**src/sv/fcpc_pkg.sv**
```systemverilog
`timescale 1ns / 1ps

package fcpc_pkg;

	// Framing
	localparam logic [7:0] START_BYTE = 8'hFF;
	localparam logic [7:0] FORCE_BYTE = 8'hFF;
	localparam int PKT_DATA_BYTES = 3;
	localparam int IDX_W = 3;
	localparam int SLOT_W = 2;

	// Command codes
	localparam logic [7:0] CMD_LAMP_DARK = 8'h00;
	localparam logic [7:0] CMD_LAMP_LIT = 8'h01;
	localparam logic [7:0] CMD_PERIOD = 8'h02;
	localparam logic [7:0] CMD_DUTY = 8'h03;
	localparam logic [7:0] CMD_SHUTDOWN = 8'h04;

	// Status codes
	typedef enum logic [2:0] {
		ST_LED_OFF = 3'd0,
		ST_LED_ON = 3'd1,
		ST_PERIOD = 3'd2,
		ST_DUTY = 3'd3,
		ST_ALL_OFF = 3'd4,
		ST_UNKNOWN = 3'd5
	} status_t;

	// PWM reset values and minimum period
	localparam logic [15:0] PERIOD_RESET = 16'd1999;
	localparam logic [15:0] DUTY_RESET = 16'd1000;
	localparam logic [15:0] PERIOD_MIN = 16'd1;

endpackage

```
**src/sv/framed_command_pwm_controller_unit.sv**
```systemverilog
`timescale 1ns / 1ps

// Channel   Direction  Handshake            Payload
// in        input      in_valid / in_stall  rx_byte[7:0]
// out       output     out_valid/out_stall  command, value, status, led_on,
//                                           pwm_running, pwm_period, pwm_duty
//
// One byte per cycle while no escape byte waits; each byte passes through the input
// register, and a packet result is loaded into the output register at the edge its
// escape byte leaves the input register.
// Bytes that produce no result drain even while the output register is full;
// only an escape byte waits for the output register to free up.
// arst_n clears framing, LED, run flag and loads period 1999 / duty 1000.
module framed_command_pwm_controller_unit
	import fcpc_pkg::*;
(
	input  logic        clk,
	input  logic        arst_n,
	input  logic        in_valid,
	output logic        in_stall,
	input  logic [7:0]  rx_byte,
	output logic        out_valid,
	input  logic        out_stall,
	output logic [7:0]  command,
	output logic [15:0] value,
	output logic [2:0]  status,
	output logic        led_on,
	output logic        pwm_running,
	output logic [15:0] pwm_period,
	output logic [15:0] pwm_duty
);

	// Input register
	logic             valid_s1;
	logic [7:0]       byte_s1;

	// Framing and PWM state
	logic             collecting_q;
	logic [IDX_W-1:0] byte_index_q;
	logic [7:0]       pkt_store_q [PKT_DATA_BYTES];
	logic             led_q;
	logic [15:0]      period_q;
	logic [15:0]      duty_q;
	logic             running_q;

	// Result register
	logic             out_valid_q;
	logic [7:0]       command_q;
	logic [15:0]      value_q;
	status_t          status_q;

	// Combinational decode
	logic             in_data_pos;
	logic             is_escape;
	logic             out_free;
	logic             advance;
	logic             take_in;
	logic [SLOT_W-1:0] slot;
	logic [7:0]       hi_byte;
	logic [7:0]       lo_byte;
	logic [15:0]      pkt_value;
	logic [15:0]      new_period;
	logic [15:0]      new_duty;
	logic             new_led;
	logic             new_running;
	status_t          new_status;

	// Byte position within a packet
	assign in_data_pos = (byte_index_q >= IDX_W'(1)) &&
		(byte_index_q <= IDX_W'(PKT_DATA_BYTES));
	assign is_escape = collecting_q && !in_data_pos;
	assign slot = byte_index_q[SLOT_W-1:0] - SLOT_W'(1);

	// Flow control
	assign out_free = !out_valid_q || !out_stall;
	assign advance = valid_s1 && (!is_escape || out_free);
	assign in_stall = valid_s1 && !advance;
	assign take_in = in_valid && !in_stall;

	// Escape correction
	assign hi_byte = byte_s1[0] ? FORCE_BYTE : pkt_store_q[1];
	assign lo_byte = byte_s1[1] ? FORCE_BYTE : pkt_store_q[2];
	assign pkt_value = {hi_byte, lo_byte};

	// Command decode
	always_comb begin
		new_period = period_q;
		new_duty = duty_q;
		new_led = led_q;
		new_running = running_q;
		new_status = ST_UNKNOWN;
		unique case (pkt_store_q[0])
			CMD_LAMP_DARK: begin
				new_led = 1'b0;
				new_status = ST_LED_OFF;
			end
			CMD_LAMP_LIT: begin
				new_led = 1'b1;
				new_status = ST_LED_ON;
			end
			CMD_PERIOD: begin
				new_period = (pkt_value == 16'd0) ? PERIOD_MIN : pkt_value;
				new_duty = (duty_q > new_period) ? new_period : duty_q;
				new_running = 1'b1;
				new_status = ST_PERIOD;
			end
			CMD_DUTY: begin
				new_duty = (pkt_value > period_q) ? period_q : pkt_value;
				new_running = 1'b1;
				new_status = ST_DUTY;
			end
			CMD_SHUTDOWN: begin
				new_running = 1'b0;
				new_led = 1'b0;
				new_status = ST_ALL_OFF;
			end
			default: begin
				new_status = ST_UNKNOWN;
			end
		endcase
	end

	// Input register
	always_ff @(posedge clk or negedge arst_n) begin
		if (!arst_n) begin
			valid_s1 <= 1'b0;
		end else if (take_in || advance) begin
			valid_s1 <= take_in;
		end
	end

	always_ff @(posedge clk) begin
		if (take_in) begin
			byte_s1 <= rx_byte;
		end
	end

	// Framing and PWM state update
	always_ff @(posedge clk or negedge arst_n) begin
		if (!arst_n) begin
			collecting_q <= 1'b0;
			byte_index_q <= '0;
			led_q <= 1'b0;
			period_q <= PERIOD_RESET;
			duty_q <= DUTY_RESET;
			running_q <= 1'b0;
		end else if (advance) begin
			if (!collecting_q) begin
				if (byte_s1 == START_BYTE) begin
					collecting_q <= 1'b1;
					byte_index_q <= IDX_W'(1);
				end
			end else if (in_data_pos) begin
				byte_index_q <= byte_index_q + IDX_W'(1);
			end else begin
				collecting_q <= 1'b0;
				byte_index_q <= '0;
				led_q <= new_led;
				period_q <= new_period;
				duty_q <= new_duty;
				running_q <= new_running;
			end
		end
	end

	// Packet byte store
	always_ff @(posedge clk) begin
		if (advance && collecting_q && in_data_pos) begin
			pkt_store_q[slot] <= byte_s1;
		end
	end

	// Result register
	always_ff @(posedge clk or negedge arst_n) begin
		if (!arst_n) begin
			out_valid_q <= 1'b0;
		end else if (advance && is_escape) begin
			out_valid_q <= 1'b1;
		end else if (!out_stall) begin
			out_valid_q <= 1'b0;
		end
	end

	always_ff @(posedge clk) begin
		if (advance && is_escape) begin
			command_q <= pkt_store_q[0];
			value_q <= pkt_value;
			status_q <= new_status;
		end
	end

	// LED and PWM outputs follow the state, which only changes on a result
	assign out_valid = out_valid_q;
	assign command = command_q;
	assign value = value_q;
	assign status = status_q;
	assign led_on = led_q;
	assign pwm_running = running_q;
	assign pwm_period = period_q;
	assign pwm_duty = duty_q;

endmodule
```
**config.mk**
```make
export PLATFORM = sky130hd
export DESIGN_NAME = framed_command_pwm_controller_unit
export DESIGN_NICKNAME = d
export VERILOG_FILES = /design/src/sv/fcpc_pkg.sv /design/src/sv/framed_command_pwm_controller_unit.sv
export SDC_FILE = /design/constraint.sdc
export NUM_CORES = 1
export LEC_CHECK = 0
export ABC_AREA = 1
export BUFFER_PORTS_ARGS = -buffer_cell sky130_fd_sc_hd__buf_4
export CORE_UTILIZATION = 55
export DETAILED_ROUTE_END_ITERATION = 10
export PLACE_DENSITY = 0.76
export SLEW_MARGIN = 20
export SYNTH_ARGS = -nofsm -noshare
export SYNTH_HDL_FRONTEND = slang
export SYNTH_SLANG_ARGS = --single-unit
```
**constraint.sdc**
```tcl
create_clock -name clk -period 3.5 [get_ports clk]
set_input_delay 0.525 -clock clk [delete_from_list [all_inputs] [get_ports clk]]
set_output_delay 0.525 -clock clk [all_outputs]
set_load 0.005 [all_outputs]
```
==> impl_metrics.ini, run 1 <==
[outcome]
status = completed

[timing]
finalHoldViolCount = 0
fmaxAchievable_mhz = 323
report.final.setup_viol = 0
tns_ns = 0
worst_pin_slew_ns = 1.09
slew_violations = 0
finalCriticalPeriod_ns = 3.09
max-slew-margin-rel = 0.267
timing.final.crit_share = 0.884
clock_skew_ns = 0.00839
rsz0062_at_grt = false

[layout]
stdcell_area_sq_um = 5930
drive_gt1_frac = 0.205
fillers = 689
finish.utilization = 0.676
area_growth_pct = 18.3
nets = 655
seq_area_sq_um = 2790
diodes = 0
multi_input_area_sq_um = 1900

[floorplanning]
start_util = 0.572
chipWidth_um = 97.4
pin_count = 75
rows = 34
die_area_sq_um = 9490
die_y_um = 97.4
core-area_sq_um = 8760

[yosys]
syn_inst = 528
synth_area_sq_um = 5010
synth_top_cell_area_share = 0.354
synth_common_cells = nand2_1 (102), nor2_1 (88), inv_1 (60)
synth_edf_count = 59
ys_warn_count = 0
synthArstFlopShare = 0.404
yosysSeqAreaShare = 0.557
synth_fp_nets = 577
syn_area_per_cell_sq_um = 9.49
yosysMostFrequentCell = nand2_1
synthTopCellsByArea = edfxtp_1 (35%), dfrtp_1 (12%), ha_1 (9.2%)
synth_ff_type = edfxtp_1
yosysUniqueCellTypes = 32
synth_top_cell_by_area = edfxtp_1
ys_ff_latch = 99

[global_routing]
antenna_found_initial = 0
track_usage = 0.246
grt_overflow_total = 0
grt_pass1_vias = 3750
grt_max_degree = 41
grt_pass1_wl_mm = 18.4

[pwr]
power_leakage_nw = 2.73
power_w = 0.00252
p_per_area_nw_per_um2 = 425
irDropWorstVdd_uv = 302

[clocking]
clockBufferDepth = 2
cts_buffers = 9
post_cts_buffers = 0
cts_tree = done
htree_num_levels = 3
clkTransAtPathRegs_ns = 0.10
cts_sinks = 99
clock_latency_ns = 0.37
ctsResizeCount = 0
ctsHoldBuffers = 0
root_buffer = clkbuf_8

[worst_setup_path]
path_cells = nor2_1 > inv_1 > ha_1 > nand4_1 > nor3_1 > nand2_1 > nand2_1 > buf_4 > nand3_1 > nor2_1 > nor2_1 > nand2_1 > nand2_1
crit_path_max_incr_delay_ns = 0.57
slowest_stage = edfxtp_1
critical_path_class = flop to flop
worst_path_most_repeated_cell = nand2_1
worstPathMaxFanout = 18
critical_path.endpoint_type = flop
start_kind = flop
cp.required_ns = 3.77
reg2reg_depth = 13
worstPathArrival_ns = 3.36

[drt]
drt-total-wl_mm = 11.1
drtPass1Iterations = 5
wl_per_cell_um = 15.4
vias = 3900
antenna_left = 0
viasPerCell = 5.42
drc = 0
drt_iter0_markers = 303

[placement]
hpwl_mm = 8.34
port_buffers = 74
place_area_sq_um = 5680
gp_congestion = 0.905

[job]
max_cap_violations = 0

[worst_hold_path]
hold_class = input port to asynchronous set/reset pin
[stage by stage]
stage	hold slack, ns	cells	worst slack (ns)
after floorplan	0.229	528	0.986
after CTS	0.145	719	0.418
after global routing	0.165	719	0.0797
final	0.136	719	0.407
after detailed placement	0.446	703	0.419
after global placement	0.438	703	0.467
[cell families (layout without fill, tap and decap cells)]
family	count (synthesis)	count (layout)	share of synthesized area
buffers and inverters	76	159	0.0625
and+or+nand+nor	258	258	0.225
DFF	99	99	0.557
adders and majority gates	37	37	0.0924
AOI/OAI and AO/OA	58	58	0.0627
[cell usage in the layout (no fill, tap or decap), drive strengths merged]
cell type and instances:
clkinv 2, a21o 2, nand3b 2, nor2 89
buf 80, clkbuf 9, or2 2, inv 65
nand4 11, bufinv 3, nand3 39, o21ai 22
nand2 105, nor4 4, nor3 6, dfrtp 25
a21oi 34, ha 37, edfxtp 59, dfstp 15
[final timing paths]
| kind | from | to | slack, ns |
|---|---|---|---|
| setup / recovery | byte_s1[0] | pwm_duty[1] | 0.41 |
| hold / removal | arst_n | byte_index_q[2] | 0.14 |
| setup reg to reg | byte_s1[0] | pwm_duty[1] | 0.41 |
| hold reg to reg | pkt_store_q[0][6] | command[6] | 0.47 |
| max in group asynchronous | arst_n | pwm_period[6] | 2.97 |
| min in group clk | rx_byte[4] | byte_s1[4] | 0.33 |
[routing by layer]
metal,vias to the layer above,part of all wire,global-route usage,wire length [um]
li1,1911,-,-,-
met1,1819,0.43,0.330,4720
met2,152,0.49,0.403,5370
met3,18,0.070,0.0424,772
met4,0,0.018,0.0905,200
met5,-,0,0,0
[area by class of cell]
type	count	share of cell area
flip-flops and latches	99	0.471
multi-input cells	353	0.321
repair buffers	80	0.103
inverters	63	0.0401
well taps	108	0.0228
clock buffers	9	0.0209
clock inverters	7	0.0203
[power by group]
part           total, W  switching, W  internal, W  leakage [nW]
Combinational  0.000273      0.000164     0.000109          1.58
Sequential      0.00135     0.0000514      0.00130          1.03
Clock          0.000893      0.000413     0.000480         0.122
Total           0.00252      0.000628      0.00189          2.73
[state kept, by name, indices dropped and copies added (netlist names)]
signal and flops:
pkt_store_q 24, pwm_duty 16, pwm_period 16, value 16, byte_s1 8, command 8
byte_index_q 3, status 3, collecting_q 1, led_on 1, out_valid 1, pwm_running 1
valid_s1 1
[critical path: cells and delay by family, from the launching register on]
family / cells / cell delay [ns]
adder cells (fa/ha/maj): 1 / 0.35
buffers and inverters: 2 / 0.47
AND/OR/NAND/NOR: 10 / 1.61
flip-flops: 1 / 0.57
Note: power is estimated with default switching activity, not from simulation.
==> inputs of run 2 (changes only) <==
Settings changed: CORE_ASPECT_RATIO from default to 0.6, CORE_UTILIZATION 55 to 46, PLACE_DENSITY 0.76 to 0.66.
==> impl_metrics.ini, run 2 (synthesis gave the netlist of run 1 again) <==
[global_routing]
track_usage = 0.243
antenna_found_initial = 0
grt_pass1_vias = 3812
grt_max_degree = 41
grt_pass1_wl_mm = 20.6
grt_overflow_total = 0

[drt]
antenna_left = 0
vias = 3998
drt_iter0_markers = 354
drc = 0
viasPerCell = 5.28
drtPass1Iterations = 6
drt-total-wl_mm = 12.8
wl_per_cell_um = 16.9

[placement]
hpwl_mm = 9.43
port_buffers = 74
gp_congestion = 0.904
dp_slack_ns = 0.243

[worst_setup_path]
cp.required_ns = 3.74
critical_path_class = flop to flop
start_kind = flop
critical_path.endpoint_type = flop
worstPathArrival_ns = 3.62
worstPathMaxFanout = 17

[pwr]
p_per_area_nw_per_um2 = 430
power_w = 0.00261
irDropWorstVdd_uv = 317
power_leakage_nw = 2.78

[layout]
drive_gt1_frac = 0.222
area_growth_pct = 21.1
diodes = 0
nets = 662
largest_register = pkt_store_q
finish.utilization = 0.572
largest_register_ffs = 24
mostFrequentLayoutCells = nand2_1 (102), buf_4 (87), nor2_1 (83)
final_common_cell = nand2_1

[job]
max_cap_violations = 0

[clocking]
root_buffer = clkbuf_16
clock_latency_ns = 0.35
clockBufferDepth = 2
htree_num_levels = 3
post_cts_buffers = 0
cts_tree = done
cts_buffers = 9
cts_sinks = 99
clkTransAtPathRegs_ns = 0.07

[timing]
max-slew-margin-rel = 0.574
finalHoldViolCount = 0
tns_ns = 0
slew_violations = 0
setup_slack_ns = 0.114
timing.final.crit_share = 0.967
worst_pin_slew_ns = 0.636
finalCriticalPeriod_ns = 3.39
clock_skew_ns = 0.00706
report.final.setup_viol = 0
fmaxAchievable_mhz = 295

[floorplanning]
core-area_sq_um = 10600
die_y_um = 82.8
chipWidth_um = 137
die_area_sq_um = 11300
rows = 29
pin_count = 75
start_util = 0.473

[worst_hold_path]
hold_class = input port to asynchronous set/reset pin

[outcome]
status = completed
## run 2: cell types whose count changed in the layout (fill, tap and decap cells not counted)
cell	delta
buf_12	-1
clkbuf_8	-9
clkinv_8	+1
inv_8	+1
bufinv_16	-3
buf_4	+8
clkbuf_16	+9
nor2_2	+5
clkinv_4	+1
nor2_1	-5
## run 2: cell type report
class	instances	area (sq um)
Fill cell	937	4530
Clock inverter	7	66.3
Timing Repair Buffer	87	653
Multi-Input combinational cell	353	1920
Clock buffer	9	225
Tap cell	139	174
Sequential cell	99	2790
Inverter	63	238
## run 2: final timing paths
kind / cells past startpoint / start / to / slack [ns]
max in group asynchronous: 1 / arst_n / pwm_running / 2.91
worst min-delay path: 1 / arst_n / out_valid / 0.17
worst min register to register: 0 / pkt_store_q[0][6] / command[6] / 0.45
worst max-delay path: 11 / byte_s1[0] / pwm_duty[4] / 0.11
min in group clk: 1 / rx_byte[3] / byte_s1[3] / 0.35
worst max register to register: 11 / byte_s1[0] / pwm_duty[4] / 0.11
## run 2: worst max-delay path, cell delays in order, from the launching register on
cell	delay (ns)
edfxtp_1	0.61
nor2_1	0.40
inv_1	0.16
ha_1	0.33
nand4_1	0.16
nor3_1	0.41
nand4_2	0.41
buf_4	0.35
a21oi_1	0.19
nor2_1	0.08
nor2_1	0.12
nor2_1	0.05
## run 2: per-layer routing
metal,track usage,wire (um),vias to the layer above
li1,-,-,1926
met1,0.383,6410,1863
met2,0.329,5130,197
met3,0.0635,1190,12
met4,0.0505,95,0
met5,0,0,-
## run 2: timing repair
item	CTS	global route
gates resized for setup	0	5
setup endpoints to repair	0	8
hold buffers	0	0
## run 2: report_power, final
group	internal [W]	total (W)	leakage [nW]	switching, W
clock	0.000500	0.000972	0.143	0.000472
sequential	0.00130	0.00135	1.03	0.0000539
combinational	0.000111	0.000281	1.61	0.000170
## run 2: per-stage QoR
step | std cells | hold slack [ns] | instance area (sq um)
global placement | 741 | 0.441 | 5760
finish | 757 | 0.165 | 6060
global route | 757 | 0.195 | 6060
floorplan | 528 | 0.229 | 5010
CTS | 757 | 0.184 | 6050
detailed placement | 741 | 0.436 | 5760
==> inputs of run 3 (changes only) <==
Settings changed: CTS_BUF_LIST from default to sky130_fd_sc_hd__clkbuf_2 sky130_fd_sc_hd__clkbuf_4 sky130_fd_sc_hd__clkbuf_8.
Clock period 3.5 ns to 3.51 ns, I/O delays scaled along.
==> impl_metrics.ini, run 3 (synthesis gave the netlist of run 1 again) <==
[clocking]
root_buffer = clkbuf_8
ctsResizeCount = 0
clockBufferDepth = 2
cts_buffers = 9
ctsHoldBuffers = 0
clkTransAtPathRegs_ns = 0.10
cts_tree = done
htree_num_levels = 3
cts_sinks = 99
post_cts_buffers = 0
clock_latency_ns = 0.38

[floorplanning]
chipWidth_um = 137
rows = 29
die_area_sq_um = 11300
core-area_sq_um = 10600
start_util = 0.473
die_y_um = 82.8
pin_count = 75

[worst_setup_path]
cpLargestDelayFamily = simple AND/OR/NAND/NOR gates
crit_path_max_incr_delay_ns = 0.57
critical_path_class = flop to flop
slowest_stage = edfxtp_1
critical_path.endpoint_type = flop
cp.required_ns = 3.81
start_kind = flop
worst_path_most_repeated_cell = nor2_1
worst-path-buf-inv = 2
worstPathMaxFanout = 18
rrSetupSlack_ns = 0.31
path_cells = nor2_1 > inv_1 > ha_1 > nand4_1 > nor3_1 > nand4_2 > buf_4 > nand3_1 > nand2_1 > nor2_1 > nor2_1 > nor2_1
worstPathArrival_ns = 3.50

[timing]
timing.final.crit_share = 0.912
clock_skew_ns = 0.0150
rsz0062_at_grt = false
slew_violations = 0
finalHoldViolCount = 0
report.final.setup_viol = 0
max-slew-margin-rel = 0.546
worst_pin_slew_ns = 0.678
finalCriticalPeriod_ns = 3.20
tns_ns = 0
fmaxAchievable_mhz = 312

[layout]
mostFrequentLayoutCells = nand2_1 (102), nor2_1 (88), buf_4 (86)
fillers = 941
diodes = 0
nets = 661
final_common_cell = nand2_1
largest_register_ffs = 24
largest_register = pkt_store_q
area_growth_pct = 18.5
drive_gt1_frac = 0.212

[global_routing]
met3_usage = 0.0598
antenna_found_initial = 0
use_met1 = 0.393
grt_pass1_vias = 3619
grt.busiest_layer = met1
grt_max_degree = 41
grt_use_met2 = 0.309
grt_overflow_total = 0
grt_pass1_wl_mm = 20.3
track_usage = 0.241

[outcome]
status = completed

[drt]
drc = 0
wl_per_cell_um = 17.1
drt-total-wl_mm = 12.9
vias = 4049
drtPass1Iterations = 5
antenna_left = 0
drt_iter0_markers = 315
viasPerCell = 5.36

[job]
max_cap_violations = 0

[placement]
gp_congestion = 0.934
hpwl_mm = 9.54
port_buffers = 74

[pwr]
power_w = 0.00234
power_leakage_nw = 2.72
irDropWorstVdd_uv = 270
p_per_area_nw_per_um2 = 394

[worst_hold_path]
hold_class = input port to asynchronous set/reset pin
## run 3: changes by cell type in the layout (fill, tap and decap cells not counted), sizes merged
cell,change
buf,-1
inv,-1
clkinvlp,+2
clkinv,-1
## run 3: metrics by stage
| stage | util | cell area, sq um | setup WS [ns] | cells | hold slack, ns |
|---|---|---|---|---|---|
| 6_report | 0.560 | 5940 | 0.309 | 756 | 0.129 |
| 5_1_grt | 0.560 | 5940 | 0.142 | 756 | 0.155 |
| 4_1_cts | 0.560 | 5940 | 0.349 | 756 | 0.143 |
| 3_5_place_dp | 0.543 | 5750 | 0.393 | 740 | 0.442 |
| 3_3_place_gp | 0.543 | 5750 | 0.459 | 740 | 0.453 |
| 2_1_floorplan | - | 5010 | 0.996 | 528 | 0.231 |
## run 3: path summary, 6_finish.rpt
check / startpoint / endpoint / cells after the start
max: byte_s1[0] / pwm_duty[2] / 12
min: arst_n / byte_index_q[2] / 1
max reg2reg: byte_s1[0] / pwm_duty[2] / 12
min reg2reg: pkt_store_q[0][4] / command[4] / 0
max in group asynchronous: arst_n / led_on / 1
min in group clk: rx_byte[2] / byte_s1[2] / 1
## run 3: where the power goes
part | internal (W) | switching, W | leakage (nW) | total [W]
Sequential | 0.00130 | 0.0000515 | 1.03 | 0.00135
Combinational | 0.000113 | 0.000172 | 1.61 | 0.000285
Clock | 0.000269 | 0.000438 | 0.0873 | 0.000707
Total | 0.00168 | 0.000661 | 2.72 | 0.00234
## run 3: metal layers
metal	up-vias	wire (um)
met5	-	0
met4	0	155
met3	15	1140
met2	203	4960
met1	1907	6650
li1	1924	-
## run 3: cell type report
| cell class | count | area (sq um) | area share |
|---|---|---|---|
| timing repair buffer | 86 | 646 | 0.109 |
| sequential | 99 | 2790 | 0.470 |
| tap | 139 | 174 | 0.0293 |
| multi-input combinational | 353 | 1900 | 0.321 |
| inverter | 63 | 238 | 0.0401 |
| clock inverter | 7 | 58.8 | 0.00991 |
| clock buffer | 9 | 124 | 0.0209 |
## run 3: worst register-to-register path, cell delays in order, from the launching register on
cell and delay, ns:
edfxtp_1 0.57, nor2_1 0.32, inv_1 0.18, ha_1 0.35, nand4_1 0.19, nor3_1 0.36, nand4_2 0.37, buf_4 0.34
nand3_1 0.11, nand2_1 0.06, nor2_1 0.15, nor2_1 0.05, nor2_1 0.09
